## src/rtl/core/ihre_pkg.sv

```systemverilog
// Package for the Intel HEX record encoder: sizes, character codes and types.
// No dependencies; the store, emitter, top level and checker import it.
package ihre_pkg;

  localparam int RECORD_BYTES = 16;
  localparam int IDX_W        = (RECORD_BYTES > 1) ? $clog2(RECORD_BYTES) : 1;
  localparam int FILL_W       = $clog2(RECORD_BYTES + 1);
  localparam int REC_CHARS    = 12 + 2 * RECORD_BYTES;
  localparam int CI_W         = $clog2(REC_CHARS);
  localparam int HDR_CHARS    = 9;
  localparam int CHK_POS      = HDR_CHARS + 2 * RECORD_BYTES;

  localparam logic [7:0]  COUNT_BYTE = 8'(RECORD_BYTES);
  localparam logic [15:0] ADDR_STEP  = 16'(RECORD_BYTES);
  localparam logic [7:0]  TYPE_DATA  = 8'h00;

  localparam logic [7:0] CH_COLON   = 8'h3A;
  localparam logic [7:0] CH_NEWLINE = 8'h0A;
  localparam logic [7:0] CH_ZERO    = 8'h30;
  localparam logic [7:0] CH_UPPER_A = 8'h41;

  typedef enum logic {
    ST_IDLE,
    ST_EMIT
  } emit_state_t;

  // Handed from the byte store to the emitter when a group completes.
  typedef struct packed {
    logic        start;
    logic [15:0] addr;
    logic [7:0]  check;
  } rec_start_t;

  function automatic logic [7:0] hex_digit(input logic [3:0] nib);
    logic [7:0] ch;
    if (nib < 4'd10) begin
      ch = CH_ZERO + {4'd0, nib};
    end else begin
      ch = CH_UPPER_A + {4'd0, nib - 4'd10};
    end
    return ch;
  endfunction

endpackage

```

## src/rtl/core/ihre_if.sv

```systemverilog
// Valid/ready channel interfaces for the Intel HEX record encoder.
// Stand-alone: payload widths are fixed by the record format.
interface ihre_in_if;
  logic       valid;
  logic       ready;
  logic [7:0] data_byte;
  logic       end_of_data;

  modport source (output valid, output data_byte, output end_of_data, input ready);
  modport sink   (input valid, input data_byte, input end_of_data, output ready);
endinterface

interface ihre_out_if;
  logic       valid;
  logic       ready;
  logic [7:0] hex_char;
  logic       record_end;

  modport source (output valid, output hex_char, output record_end, input ready);
  modport sink   (input valid, input hex_char, input record_end, output ready);
endinterface

```

## src/rtl/core/ihre_store.sv

```systemverilog
// Byte store: the group buffer memory, fill count, running sum and address.
// Depends on ihre_pkg.
module ihre_store (
  input  logic                      clk,
  input  logic                      rst,
  input  logic                      wr_en,
  input  logic [7:0]                data_byte,
  input  logic                      end_of_data,
  input  logic [ihre_pkg::IDX_W-1:0] rd_addr,
  output logic [7:0]                rd_data,
  output ihre_pkg::rec_start_t      rec
);
  import ihre_pkg::*;

  logic [7:0]        mem [RECORD_BYTES];
  logic [FILL_W-1:0] fill;
  logic [FILL_W-1:0] fill_next;
  logic [7:0]        running_sum;
  logic [7:0]        running_sum_next;
  logic [15:0]       record_address;
  logic [15:0]       record_address_next;
  logic [7:0]        sum_new;
  logic [7:0]        total;
  logic              complete;

  // Buffer memory: one write port, one registered read port.
  always_ff @(posedge clk) begin
    if (wr_en) begin
      mem[fill[IDX_W-1:0]] <= data_byte;
    end
    rd_data <= mem[rd_addr];
  end

  assign sum_new  = running_sum + data_byte;
  assign complete = (fill == FILL_W'(RECORD_BYTES - 1));
  assign total    = COUNT_BYTE + record_address[15:8] + record_address[7:0] + sum_new;

  always_comb begin
    rec.start = wr_en && complete;
    rec.addr  = record_address;
    rec.check = 8'd0 - total;
  end

  always_comb begin
    fill_next           = fill;
    running_sum_next    = running_sum;
    record_address_next = record_address;
    if (wr_en) begin
      if (complete) begin
        fill_next           = '0;
        running_sum_next    = '0;
        record_address_next = record_address + ADDR_STEP;
      end else begin
        fill_next        = fill + FILL_W'(1);
        running_sum_next = sum_new;
      end
      if (end_of_data) begin
        fill_next           = '0;
        running_sum_next    = '0;
        record_address_next = '0;
      end
    end
  end

  always_ff @(posedge clk) begin
    if (rst) begin
      fill           <= '0;
      running_sum    <= '0;
      record_address <= '0;
    end else begin
      fill           <= fill_next;
      running_sum    <= running_sum_next;
      record_address <= record_address_next;
    end
  end

endmodule

```

## src/rtl/core/ihre_emit.sv

```systemverilog
// Record emitter: steps through the characters of one record and drives the
// output register. Depends on ihre_pkg and ihre_if.
module ihre_emit (
  input  logic                       clk,
  input  logic                       rst,
  input  ihre_pkg::rec_start_t       rec,
  output logic [ihre_pkg::IDX_W-1:0] rd_addr,
  input  logic [7:0]                 rd_data,
  output logic                       busy,
  ihre_out_if.source                 char_out
);
  import ihre_pkg::*;

  emit_state_t     state;
  emit_state_t     state_next;
  logic [CI_W-1:0] ci;
  logic [CI_W-1:0] ci_next;
  logic [CI_W-1:0] off_next;
  logic [15:0]     rec_addr;
  logic [7:0]      rec_check;
  logic            out_valid;
  logic            out_valid_next;
  logic [7:0]      out_char;
  logic            out_end;
  logic            out_load;
  logic            last_char;
  logic [7:0]      pair_byte;
  logic [3:0]      nib;
  logic [7:0]      ch;

  assign last_char = (ci == CI_W'(REC_CHARS - 1));

  // Next state.
  always_comb begin
    state_next = state;
    case (state)
      ST_IDLE: begin
        if (rec.start) begin
          state_next = ST_EMIT;
        end
      end
      ST_EMIT: begin
        if (out_load && last_char) begin
          state_next = ST_IDLE;
        end
      end
      default: state_next = ST_IDLE;
    endcase
  end

  // Outputs of the state machine.
  always_comb begin
    out_load = 1'b0;
    busy     = 1'b0;
    case (state)
      ST_IDLE: begin
        out_load = 1'b0;
        busy     = 1'b0;
      end
      ST_EMIT: begin
        out_load = !out_valid || char_out.ready;
        busy     = 1'b1;
      end
      default: begin
        out_load = 1'b0;
        busy     = 1'b0;
      end
    endcase
  end

  always_comb begin
    if (rec.start) begin
      ci_next = '0;
    end else if (out_load) begin
      ci_next = last_char ? '0 : ci + CI_W'(1);
    end else begin
      ci_next = ci;
    end
  end

  // The read is issued for the character that will be current next cycle,
  // so the registered data lines up with ci.
  assign off_next = ci_next - CI_W'(HDR_CHARS);
  always_comb begin
    if (ci_next >= CI_W'(HDR_CHARS) && ci_next < CI_W'(CHK_POS)) begin
      rd_addr = IDX_W'(off_next >> 1);
    end else begin
      rd_addr = '0;
    end
  end

  // Byte shown by the current pair of hex digits; odd positions hold the
  // high nibble.
  always_comb begin
    if (ci < CI_W'(3)) begin
      pair_byte = COUNT_BYTE;
    end else if (ci < CI_W'(5)) begin
      pair_byte = rec_addr[15:8];
    end else if (ci < CI_W'(7)) begin
      pair_byte = rec_addr[7:0];
    end else if (ci < CI_W'(HDR_CHARS)) begin
      pair_byte = TYPE_DATA;
    end else if (ci < CI_W'(CHK_POS)) begin
      pair_byte = rd_data;
    end else begin
      pair_byte = rec_check;
    end
    nib = ci[0] ? pair_byte[7:4] : pair_byte[3:0];
    if (ci == '0) begin
      ch = CH_COLON;
    end else if (last_char) begin
      ch = CH_NEWLINE;
    end else begin
      ch = hex_digit(nib);
    end
  end

  assign out_valid_next = out_load ? 1'b1 : (char_out.ready ? 1'b0 : out_valid);

  always_ff @(posedge clk) begin
    if (rst) begin
      state     <= ST_IDLE;
      ci        <= '0;
      out_valid <= 1'b0;
    end else begin
      state     <= state_next;
      ci        <= ci_next;
      out_valid <= out_valid_next;
    end
  end

  always_ff @(posedge clk) begin
    if (rec.start) begin
      rec_addr  <= rec.addr;
      rec_check <= rec.check;
    end
    if (out_load) begin
      out_char <= ch;
      out_end  <= last_char;
    end
  end

  assign char_out.valid      = out_valid;
  assign char_out.hex_char   = out_char;
  assign char_out.record_end = out_end;

endmodule

```

## src/rtl/core/intel_hex_record_encoder.sv

```systemverilog
// Top level of the Intel HEX record encoder: joins the byte store and the
// record emitter. Depends on ihre_pkg, ihre_if, ihre_store and ihre_emit.
//
//   Channel    Direction  Payload                   Transaction
//   byte_in    sink       data_byte, end_of_data    one payload byte
//   char_out   source     hex_char, record_end      one record character
//
// A byte is taken in every cycle while the block is collecting a group.
// The byte that completes a group starts a record of 12 + 2*RECORD_BYTES
// characters (44 by default), sent one per cycle through a single output
// register while char_out is not stalled; byte_in is held off while the
// record is emitted, and output stalls stretch the record.
// Reset (rst, synchronous) clears the counters and address at once; the
// buffer needs no clearing pass.
module intel_hex_record_encoder (
  input  logic      clk,
  input  logic      rst,
  ihre_in_if.sink   byte_in,
  ihre_out_if.source char_out
);
  import ihre_pkg::*;

  logic             wr_en;
  logic             busy;
  logic [IDX_W-1:0] rd_addr;
  logic [7:0]       rd_data;
  rec_start_t       rec;

  // Bytes are taken whenever the emitter is not walking through a record.
  // Buffer reads that the emitter uses happen only while a record is emitted
  // and writes only while collecting, so a used read never meets a write.
  // The newline of a record may still wait in the output register while
  // the first byte of the next group is accepted.
  assign byte_in.ready = !busy;
  assign wr_en         = byte_in.valid && byte_in.ready;

  // Group buffer, fill count, running checksum sum and record address.
  ihre_store u_store (
    .clk         (clk),
    .rst         (rst),
    .wr_en       (wr_en),
    .data_byte   (byte_in.data_byte),
    .end_of_data (byte_in.end_of_data),
    .rd_addr     (rd_addr),
    .rd_data     (rd_data),
    .rec         (rec)
  );

  // Character sequencer with the output register.
  ihre_emit u_emit (
    .clk      (clk),
    .rst      (rst),
    .rec      (rec),
    .rd_addr  (rd_addr),
    .rd_data  (rd_data),
    .busy     (busy),
    .char_out (char_out)
  );

endmodule

```

## src/flat_wrapper.sv

```systemverilog
// flat-port wrapper written by rule: the top's interface ports become plain ports
module intel_hex_record_encoder_flat import ihre_pkg::*;
  (clk, rst, byte_in_valid, byte_in_data_byte, byte_in_end_of_data, byte_in_ready, char_out_valid, char_out_hex_char, char_out_record_end, char_out_ready);
  ihre_in_if byte_in_i ();
  ihre_out_if char_out_i ();
  input  logic clk;
  input  logic rst;
  input wire logic [$bits(byte_in_i.valid)-1:0] byte_in_valid;
  input wire logic [$bits(byte_in_i.data_byte)-1:0] byte_in_data_byte;
  input wire logic [$bits(byte_in_i.end_of_data)-1:0] byte_in_end_of_data;
  output wire logic [$bits(byte_in_i.ready)-1:0] byte_in_ready;
  output wire logic [$bits(char_out_i.valid)-1:0] char_out_valid;
  output wire logic [$bits(char_out_i.hex_char)-1:0] char_out_hex_char;
  output wire logic [$bits(char_out_i.record_end)-1:0] char_out_record_end;
  input wire logic [$bits(char_out_i.ready)-1:0] char_out_ready;
  assign byte_in_i.valid = byte_in_valid;
  assign byte_in_i.data_byte = byte_in_data_byte;
  assign byte_in_i.end_of_data = byte_in_end_of_data;
  assign byte_in_ready = byte_in_i.ready;
  assign char_out_valid = char_out_i.valid;
  assign char_out_hex_char = char_out_i.hex_char;
  assign char_out_record_end = char_out_i.record_end;
  assign char_out_i.ready = char_out_ready;
  intel_hex_record_encoder u_core (.clk(clk), .rst(rst), .byte_in(byte_in_i), .char_out(char_out_i));
endmodule
```

## config.mk

```make
export PLATFORM = sky130hd
export DESIGN_NAME = intel_hex_record_encoder_flat
export DESIGN_NICKNAME = d
export VERILOG_FILES = /design/src/rtl/core/ihre_pkg.sv /design/src/rtl/core/ihre_if.sv /design/src/rtl/core/ihre_store.sv /design/src/rtl/core/ihre_emit.sv /design/src/rtl/core/intel_hex_record_encoder.sv /design/src/flat_wrapper.sv
export SDC_FILE = /design/constraint.sdc
export NUM_CORES = 1
export LEC_CHECK = 0
export BUFFER_PORTS_ARGS = -buffer_cell sky130_fd_sc_hd__clkbuf_2
export CORE_UTILIZATION = 61
export CTS_BUF_LIST = sky130_fd_sc_hd__clkbuf_8
export CTS_CLUSTER_DIAMETER = 60
export DETAILED_ROUTE_END_ITERATION = 16
export PLACE_DENSITY = 0.75
export REMOVE_ABC_BUFFERS = 1
export SYNTH_ARGS = -nofsm -noshare
export SYNTH_HDL_FRONTEND = slang
export SYNTH_SLANG_ARGS = --single-unit
```

## constraint.sdc

```tcl
create_clock -name clk -period 7.1 [get_ports clk]
set_clock_uncertainty 0.15 [all_clocks]
set_input_delay 1.42 -clock clk [delete_from_list [all_inputs] [get_ports clk]]
set_output_delay 1.42 -clock clk [all_outputs]
set_load 0.02 [all_outputs]
```

==> results of run 1 <==
registers in the layout, indices dropped and copies added (netlist names), 5 cells and up:
register and flops:
u_core.u_store.mem 128, u_core.u_emit.rec_addr 12, u_core.u_store.record_address 12, u_core.u_emit.rec_check 8, u_core.u_store.rd_data 8, u_core.u_store.running_sum 8, u_core.u_emit.char_out.hex_char 7, u_core.u_emit.ci 6
u_core.u_store.fill 5
power breakdown:
group	switching [uW]	total (uW)	internal [uW]
Clock	413	842	429
Sequential	16.2	1280	1270
Combinational	132	220	88.3
Total	561	2350	1780
metrics by stage:
stage	instances	instance area [sq um]	hold slack [ns]
4_1_cts	949	10470	0.3269
3_5_place_dp	917	9993	0.3143
5_1_grt	949	10470	0.3377
6_report	949	10470	0.3276
3_3_place_gp	917	9993	0.3147
2_1_floorplan	680	9577	0.3027
metal layers:
metal,share of wire,vias up,track usage
met3,0.075,37,0.05613
met1,0.42,3033,0.3664
met5,0,-,0
met2,0.48,271,0.4035
met4,0.023,0,0.1218
li1,-,2794,-
final timing paths:
| path | depth (start not counted) | start | endpoint | slack [ns] |
|---|---|---|---|---|
| hold reg to reg | 1 | u_core.u_store.fill[4]$_SDFFE_PP0P_ | u_core.u_store.fill[4]$_SDFFE_PP0P_ | 0.33 |
| hold / removal | 1 | u_core.u_store.fill[4]$_SDFFE_PP0P_ | u_core.u_store.fill[4]$_SDFFE_PP0P_ | 0.33 |
| setup / recovery | 9 | char_out_ready | u_core.u_store.rd_data[3]$_DFF_P_ | 1.84 |
| setup reg to reg | 8 | u_core.u_emit.char_out.valid$_SDFFE_PP0P_ | u_core.u_store.rd_data[3]$_DFF_P_ | 2.48 |
layout make-up:
class,instances,area (sq um)
well taps,211,264.0
clock inverters,15,245.2
multi-input cells,449,3954
inverters,34,130.1
repair buffers,26,140.1
clock buffers,17,234.0
fillers,1104,4955
flip-flops and latches,197,5505
cell families (layout without fill, tap and decap cells):
group | Yosys count | count (layout) | share of synthesized area
compound gates | 147 | 147 | 0.1183
xor+xnor | 29 | 29 | 0.02741
fa+ha+maj | 38 | 38 | 0.05228
buf+inv | 72 | 92 | 0.03736
flops | 197 | 197 | 0.5610
mux | 58 | 58 | 0.1132
other cells | 1 | 1 | 0.0003821
simple gates | 176 | 176 | 0.09002
critical path: stages:
cell,delay [ns]
clkbuf_2,0.09
nor2b_1,0.48
nor2_1,0.37
o21ai_0,0.38
nand2_1,0.19
ha_4,0.94
mux4_2,0.62
mux4_1,0.56
a211o_1,0.33
cells in the final DEF, fill, tap and decap left out, types with 10 or more instances in the layout:
cell      Yosys  layout
ha_1         33      32
a21oi_1      31      31
nand3_1      12      12
mux2i_1      18      18
o21ai_0      18      18
mux4_2       32      32
or3_1        14      14
clkbuf_8      0      17
dfxtp_1      41      41
xnor2_1      14      14
nor2_1       52      52
nor3_1       14      14
edfxtp_1    156     156
a21o_1       10      10
xor2_1       13      13
nand2_1      43      43
clkbuf_2      0      22
inv_1        31      32
==> results.json, run 1 <==
{
  "synth_edf_count": 156,
  "avgSynthCellArea_sq_um": 13.67,
  "synthArstFlopShare": 0,
  "num_rows": 45,
  "p_per_area_mw_per_mm2": 224.0,
  "cp_max_fo": 65,
  "syn_inst": 718,
  "utilization": 0.6788,
  "path_class": "in2reg",
  "dp_slack_ns": 1.347,
  "num_antenna_cells": 0,
  "post-cts-setup-buffers": 0,
  "dpl.hpwl_um": 13830,
  "synth_common_cells": "edfxtp_1 (156), nor2_1 (52), nand2_1 (43)",
  "area_growth_pct": 6.719,
  "cts_tree": "built",
  "yosys_warnings": 0,
  "drive_above_1_share": 0.1599,
  "nets": 776,
  "h-tree-depth": 4,
  "status": "finished clean",
  "arrival_ns": 5.48,
  "gp_congestion": 0.9002,
  "core_area_sq_mm": 0.01543,
  "ys_ff_latch": 197,
  "cts.clk_slew.worst_paths_ns": 0.10,
  "setup_viol": 0,
  "period_needed_ns": 5.263,
  "port_buffers": 22,
  "end_kind": "flop",
  "numClockSinks": 197,
  "fp.dieH_um": 128.8,
  "clk_latency_ns": 0.48,
  "cts_hold_buf": 0,
  "wire_per_inst_um": 21.74,
  "cts_resized": 0,
  "initial_core_util": 0.6361,
  "grt_pass1_vias": 5957,
  "drc": 0,
  "max_freq_mhz": 190.0,
  "p_total_uw": 2345,
  "die_area_sq_mm": 0.01660,
  "cts_buffers": 17,
  "setup_ws_ns": 1.837,
  "root_buffer": "clkbuf_8",
  "yosysMostFrequentCell": "edfxtp_1",
  "worstPathRequired_ns": 7.32,
  "mappedNetlistArea_sq_mm": 0.009813,
  "min_path_type": "reg2reg",
  "p_leak_uw": 0.003560,
  "synthTopCellsByArea": "edfxtp_1 (48%), dfxtp_1 (8.4%), mux4_2 (7.3%)",
  "drt-initial-drc-count": 698,
  "ys.flop_type": "edfxtp_1",
  "grt_start_max_net_pins": 66,
  "finalCritPeriodShare": 0.7412,
  "via_count": 6135,
  "drt_pass1_iterations": 6,
  "grt_pass1_wl_um": 32170,
  "clockBufferDepth": 2,
  "synth.distinct_cells": 75,
  "overflow": 0,
  "grtUsageTotal": 0.2641,
  "ios": 24,
  "fp.dieW_um": 128.8,
  "finalHoldViolCount": 0,
  "rsz0062_at_grt": "false",
  "slew_viol_final": 0,
  "synth_top_area_frac": 0.4774,
  "tightest_slew_ns": 1.268,
  "setup-tns-final_ns": 0,
  "wl_um": 20630,
  "relSlewSlack": 0.1479,
  "startpoint_type": "primary input",
  "grt_antenna_before_repair": 0,
  "maxCapViolations": 0,
  "yosysSeqAreaShare": 0.5610,
  "yosysTopAreaCell": "edfxtp_1",
  "ir_drop_v": 0.0001128,
  "via_per_inst": 6.465,
  "ant_nets": 0
}
Power figures use the tool's default switching activity.
==> inputs of run 2 (changes only) <==
Clock period 7.1 ns to 5.2 ns, I/O delays scaled along.
==> run 2 against run 1 <==
  * Via count fell by 0.95%
  * Routed wire length fell by 0.15%
  * Total power rose by 26%
  * Sequential share of layout area rose by 0.14 points
  * Utilization fell by 0.19 points
  * Final area fell by 0.27%
  * Clock power rose by 8.4%
  * Flip-flop and latch count did not move
  * Final cell count rose by 1.2%
  * Critical path type unchanged
  * Largest cell class unchanged
  * Largest power group unchanged
  * Highest routed layer unchanged
==> results.json, run 2 (same netlist as run 1, synthesis figures left out) <==
{
  "status": "finished clean",
  "nets": 788,
  "cellInternalPower_uw": 2234,
  "cp_max_fo": 17,
  "startpoint_type": "primary input",
  "ir_drop_v": 0.0002278,
  "worstPathRequired_ns": 5.26,
  "slowest_stage": "fa_1",
  "initial_core_util": 0.6361,
  "tightest_slew_ns": 0.9757,
  "layout_common_cells": "edfxtp_1 (156), nor2_1 (52), nand2_1 (43), dfxtp_1 (41)",
  "clockBufferDepth": 2,
  "grt_start_max_net_pins": 37,
  "ant_nets": 0,
  "largest_reg_flops": 128,
  "clkPwrFrac": 0.308,
  "gp_congestion": 0.9601,
  "worstPathCellList": "clkbuf_2 -> ha_1 -> fa_1 -> a21oi_1 -> nor2_1 -> nor2_1 -> xnor2_1 -> fa_1 -> inv_1 -> ha_1 -> inv_1 -> o21bai_1 -> a21o_1 -> a21oi_1 -> xnor2_1 -> xnor2_1",
  "maxCapViolations": 0,
  "fp.dieW_um": 128.8,
  "clk_latency_ns": 0.47,
  "grt_pass1_vias": 5981,
  "p_comb_frac": 0.103,
  "cts_resized": 0,
  "slew_viol_final": 0,
  "setup_viol": 0,
  "num_antenna_cells": 0,
  "h-tree-depth": 4,
  "path_class": "in2reg",
  "via_count": 6077,
  "num_rows": 45,
  "dpl.hpwl_um": 14130,
  "via_per_inst": 6.330,
  "overflow": 0,
  "drive_above_1_share": 0.1696,
  "cpPeakStageDelay_ns": 0.54,
  "power_switching_uw": 732.6,
  "ios": 24,
  "core_area_sq_mm": 0.01543,
  "drt-initial-drc-count": 643,
  "area_growth_pct": 6.426,
  "fillers": 1107,
  "grtUsageTotal": 0.2656,
  "rsz0062_at_grt": "false",
  "p_leak_uw": 0.003550,
  "post-cts-setup-buffers": 0,
  "utilization": 0.6770,
  "port_buffers": 22,
  "die_area_sq_mm": 0.01660,
  "p_total_uw": 2967,
  "fp.dieH_um": 128.8,
  "p_per_area_mw_per_mm2": 284.1,
  "final_cells": 960,
  "cts_hold_buf": 0,
  "relSlewSlack": 0.3471,
  "cts.clk_slew.worst_paths_ns": 0.09,
  "cts_tree": "built",
  "power_frac_seq": 0.590,
  "root_buffer": "clkbuf_8",
  "wl_um": 20600,
  "dp.cells": 929,
  "mostFrequentLayoutCell": "edfxtp_1",
  "min_path_type": "reg2reg",
  "cts_buffers": 17,
  "numClockSinks": 197,
  "max_freq_mhz": 240.2,
  "end_kind": "flop",
  "swShare": 0.2469,
  "grt_pass1_wl_um": 32390,
  "drt_pass1_iterations": 5,
  "drc": 0,
  "finalCritPeriodShare": 0.8007,
  "grt_antenna_before_repair": 0,
  "wire_per_inst_um": 21.45,
  "cp_common_cell": "xnor2_1",
  "period_needed_ns": 4.164,
  "finalHoldViolCount": 0,
  "arrival_ns": 4.22
}
==> run 2: critical path: cells and delay by family <==
| kind | cells | cell delay [ns] |
|---|---|---|
| simple gates | 2 | 0.22 |
| buf+inv | 3 | 0.34 |
| compound gates | 4 | 0.61 |
| fa+ha+maj | 4 | 1.56 |
| xor+xnor | 3 | 0.43 |
==> run 2: layout make-up <==
class                   count  area [sq um]  share of cell area
inverters                  34         130.1             0.01246
repair buffers             38         230.2             0.02204
clock inverters            14         126.4             0.01210
well taps                 211         264.0             0.02528
multi-input cells         449          3954              0.3786
clock buffers              17         234.0             0.02240
flip-flops and latches    197          5505              0.5271
==> run 2: power by group through the flow <==
stage | Combinational (uW) | Sequential [uW] | Clock, uW
2_1_floorplan | 207 | 1770 | 0
3_3_place_gp | 288 | 1780 | 0
3_5_place_dp | 300 | 1780 | 0
4_1_cts | 303 | 1750 | 922
5_1_grt | 336 | 1750 | 981
6_report | 305 | 1750 | 913
==> run 2: worst paths after layout <==
check / from / to / slack, ns / cells past startpoint
max: byte_in_data_byte[0] / u_core.u_emit.rec_check[7]$_DFFE_PP_ / 1.04 / 16
min reg2reg: u_core.u_store.fill[4]$_SDFFE_PP0P_ / u_core.u_store.fill[4]$_SDFFE_PP0P_ / 0.34 / 1
min: u_core.u_store.fill[4]$_SDFFE_PP0P_ / u_core.u_store.fill[4]$_SDFFE_PP0P_ / 0.34 / 1
max reg2reg: u_core.u_emit.ci[2]$_SDFF_PP0_ / u_core.u_store.rd_data[2]$_DFF_P_ / 1.08 / 12
==> run 2: metrics by stage <==
step	area, sq um	TNS [ns]	worst slack [ns]	hold WS (ns)
6_report	10440	0	1.036	0.3360
5_1_grt	10440	0	0.8188	0.3582
4_1_cts	10440	0	1.050	0.3314
3_5_place_dp	10080	0	0.5940	0.3180
3_3_place_gp	10080	0	0.7093	0.3121
2_1_floorplan	9577	-5.243	-0.6554	0.3027
==> run 2: routing by layer <==
metal  GRT usage  routed length, um  part of all wire  vias up
li1            -                  -                 -     2810
met1      0.3671               9183              0.45     3039
met2      0.4232               9844              0.48      200
met3     0.05364               1183             0.057       28
met4     0.09273                385             0.019        0
met5           0                  0                 0        -
==> inputs of run 3 (changes only) <==
Clock period 5.2 ns to 3.85 ns, I/O delays scaled along.
==> run 3 against run 2 <==
  * Hold slack lost 0.011 ns
  * Global-route usage is 0.099 points higher
  * Total power increased by 38%
  * Combinational power grew 47%
  * Flip-flop and latch count did not move
  * Critical path type is now reg2reg
  * First-iteration DRC count increased by 2.8%
  * Sequential share of layout area shrank 1.6 points
  * Clock power rose by 42%
  * Routed wire length shrank 0.73%
  * Final area up 3.0%
==> results.json, run 3 (same netlist as run 1, synthesis figures left out) <==
{
  "overflow": 0,
  "initial_core_util": 0.6361,
  "cts_resized": 0,
  "slew_viol_final": 0,
  "slowest_stage": "mux4_1",
  "cts_buffers": 17,
  "cts_hold_buf": 0,
  "layout_common_cells": "edfxtp_1 (156), nor2_1 (52), buf_4 (45), nand2_1 (43), dfxtp_1 (41)",
  "drive_above_1_share": 0.2084,
  "cts.clk_slew.worst_paths_ns": 0.10,
  "post-cts-setup-buffers": 0,
  "fp.dieH_um": 128.8,
  "p_leak_uw": 0.003754,
  "status": "finished clean",
  "final_cells": 993,
  "grtUsageTotal": 0.2666,
  "largest_reg_flops": 128,
  "die_area_sq_mm": 0.01660,
  "cp-startpoint": "u_core.u_store.fill[1]$_SDFFE_PP0P_",
  "cp_max_fo": 29,
  "max_freq_mhz": 274.9,
  "maxCapViolations": 0,
  "grt_start_max_net_pins": 34,
  "ios": 24,
  "rsz0062_at_grt": "false",
  "area_growth_pct": 9.665,
  "dp_slack_ns": -0.2771,
  "grt_pass1_wl_um": 32600,
  "grt_pass1_vias": 6180,
  "period_needed_ns": 3.638,
  "wire_per_inst_um": 20.59,
  "root_buffer": "clkbuf_8",
  "fillers": 1089,
  "finalHoldViolCount": 0,
  "cpPeakStageDelay_ns": 0.56,
  "via_per_inst": 6.317,
  "ir_drop_v": 0.0002157,
  "wl_um": 20450,
  "end_kind": "flop",
  "clockBufferDepth": 2,
  "startpoint_type": "flop",
  "mostFrequentLayoutCell": "edfxtp_1",
  "clk_latency_ns": 0.47,
  "reg2reg_from": "u_core.u_store.fill[1]$_SDFFE_PP0P_",
  "drt-initial-drc-count": 661,
  "grt_antenna_before_repair": 1,
  "worstPathCellList": "ha_1 -> and4b_2 -> nand2_8 -> inv_4 -> buf_4 -> a211o_1 -> buf_4 -> mux4_2 -> mux4_1 -> a211o_1",
  "r2r_setup_slack_ns": 0.21,
  "dpl.hpwl_um": 14590,
  "dp.cells": 961,
  "p_per_area_mw_per_mm2": 380.9,
  "ant_nets": 0,
  "worstPathRequired_ns": 4.05,
  "min_path_type": "reg2reg",
  "port_buffers": 22,
  "setup_viol": 0,
  "num_rows": 45,
  "setup_ws_ns": 0.2118,
  "fp.dieW_um": 128.8,
  "numClockSinks": 197,
  "hold_start": "u_core.u_store.fill[4]$_SDFFE_PP0P_",
  "nets": 820,
  "relSlewSlack": 0.3947,
  "utilization": 0.6976,
  "path_class": "reg2reg",
  "finalCritPeriodShare": 0.9450,
  "gp_congestion": 0.9326,
  "cts_tree": "built",
  "drt_pass1_iterations": 5,
  "num_antenna_cells": 0,
  "tightest_slew_ns": 0.9046,
  "drc": 0,
  "via_count": 6273,
  "core_area_sq_mm": 0.01543,
  "arrival_ns": 3.84,
  "h-tree-depth": 4
}
==> run 3: worst max-delay path, delay by kind of cell (launching register included) <==
family,cells,cell delay [ns]
compound gates,2,0.58
fa+ha+maj,1,0.19
buf+inv,3,0.74
flops,1,0.42
mux,2,0.92
simple gates,2,0.50
==> run 3: power by group <==
part           switching, uW  total [uW]  internal [uW]
registers               18.9        2350           2340
logic                    253         449            196
clock network            746        1300            549
total                   1020        4100           3080
==> run 3: through the flow <==
step	instance area, sq um	hold slack (ns)	setup TNS [ns]	power [uW]
after CTS	10760	0.3287	0	4127
after global routing	10760	0.3429	0	4247
after floorplan	9577	0.3027	-13.88	2676
after detailed placement	10360	0.3150	-0.8134	2846
after global placement	10360	0.3101	-0.1614	2826
final	10760	0.3251	0	4099
==> run 3: per-layer routing <==
layer | vias to the layer above | share of wire | GRT usage
li1 | 2881 | - | -
met1 | 3094 | 0.43 | 0.3705
met2 | 262 | 0.49 | 0.4350
met3 | 36 | 0.062 | 0.03950
met4 | 0 | 0.019 | 0.09066
met5 | - | 0 | 0
==> run 3: final timing paths <==
| kind | to | depth (start not counted) |
|---|---|---|
| worst max-delay path | u_core.u_store.rd_data[3]$_DFF_P_ | 10 |
| worst min-delay path | u_core.u_store.fill[4]$_SDFFE_PP0P_ | 1 |
| worst max register to register | u_core.u_store.rd_data[3]$_DFF_P_ | 10 |
| worst min register to register | u_core.u_store.fill[4]$_SDFFE_PP0P_ | 1 |
==> run 3: layout make-up <==
| type | count | area, sq um | share of cell area |
|---|---|---|---|
| sequential | 197 | 5505 | 0.5116 |
| clock buffer | 18 | 247.7 | 0.02302 |
| multi-input combinational | 449 | 3960 | 0.3680 |
| inverter | 34 | 130.1 | 0.01209 |
| timing repair buffer | 70 | 508.0 | 0.04720 |
| clock inverter | 14 | 146.4 | 0.01360 |
| tap | 211 | 264.0 | 0.02453 |
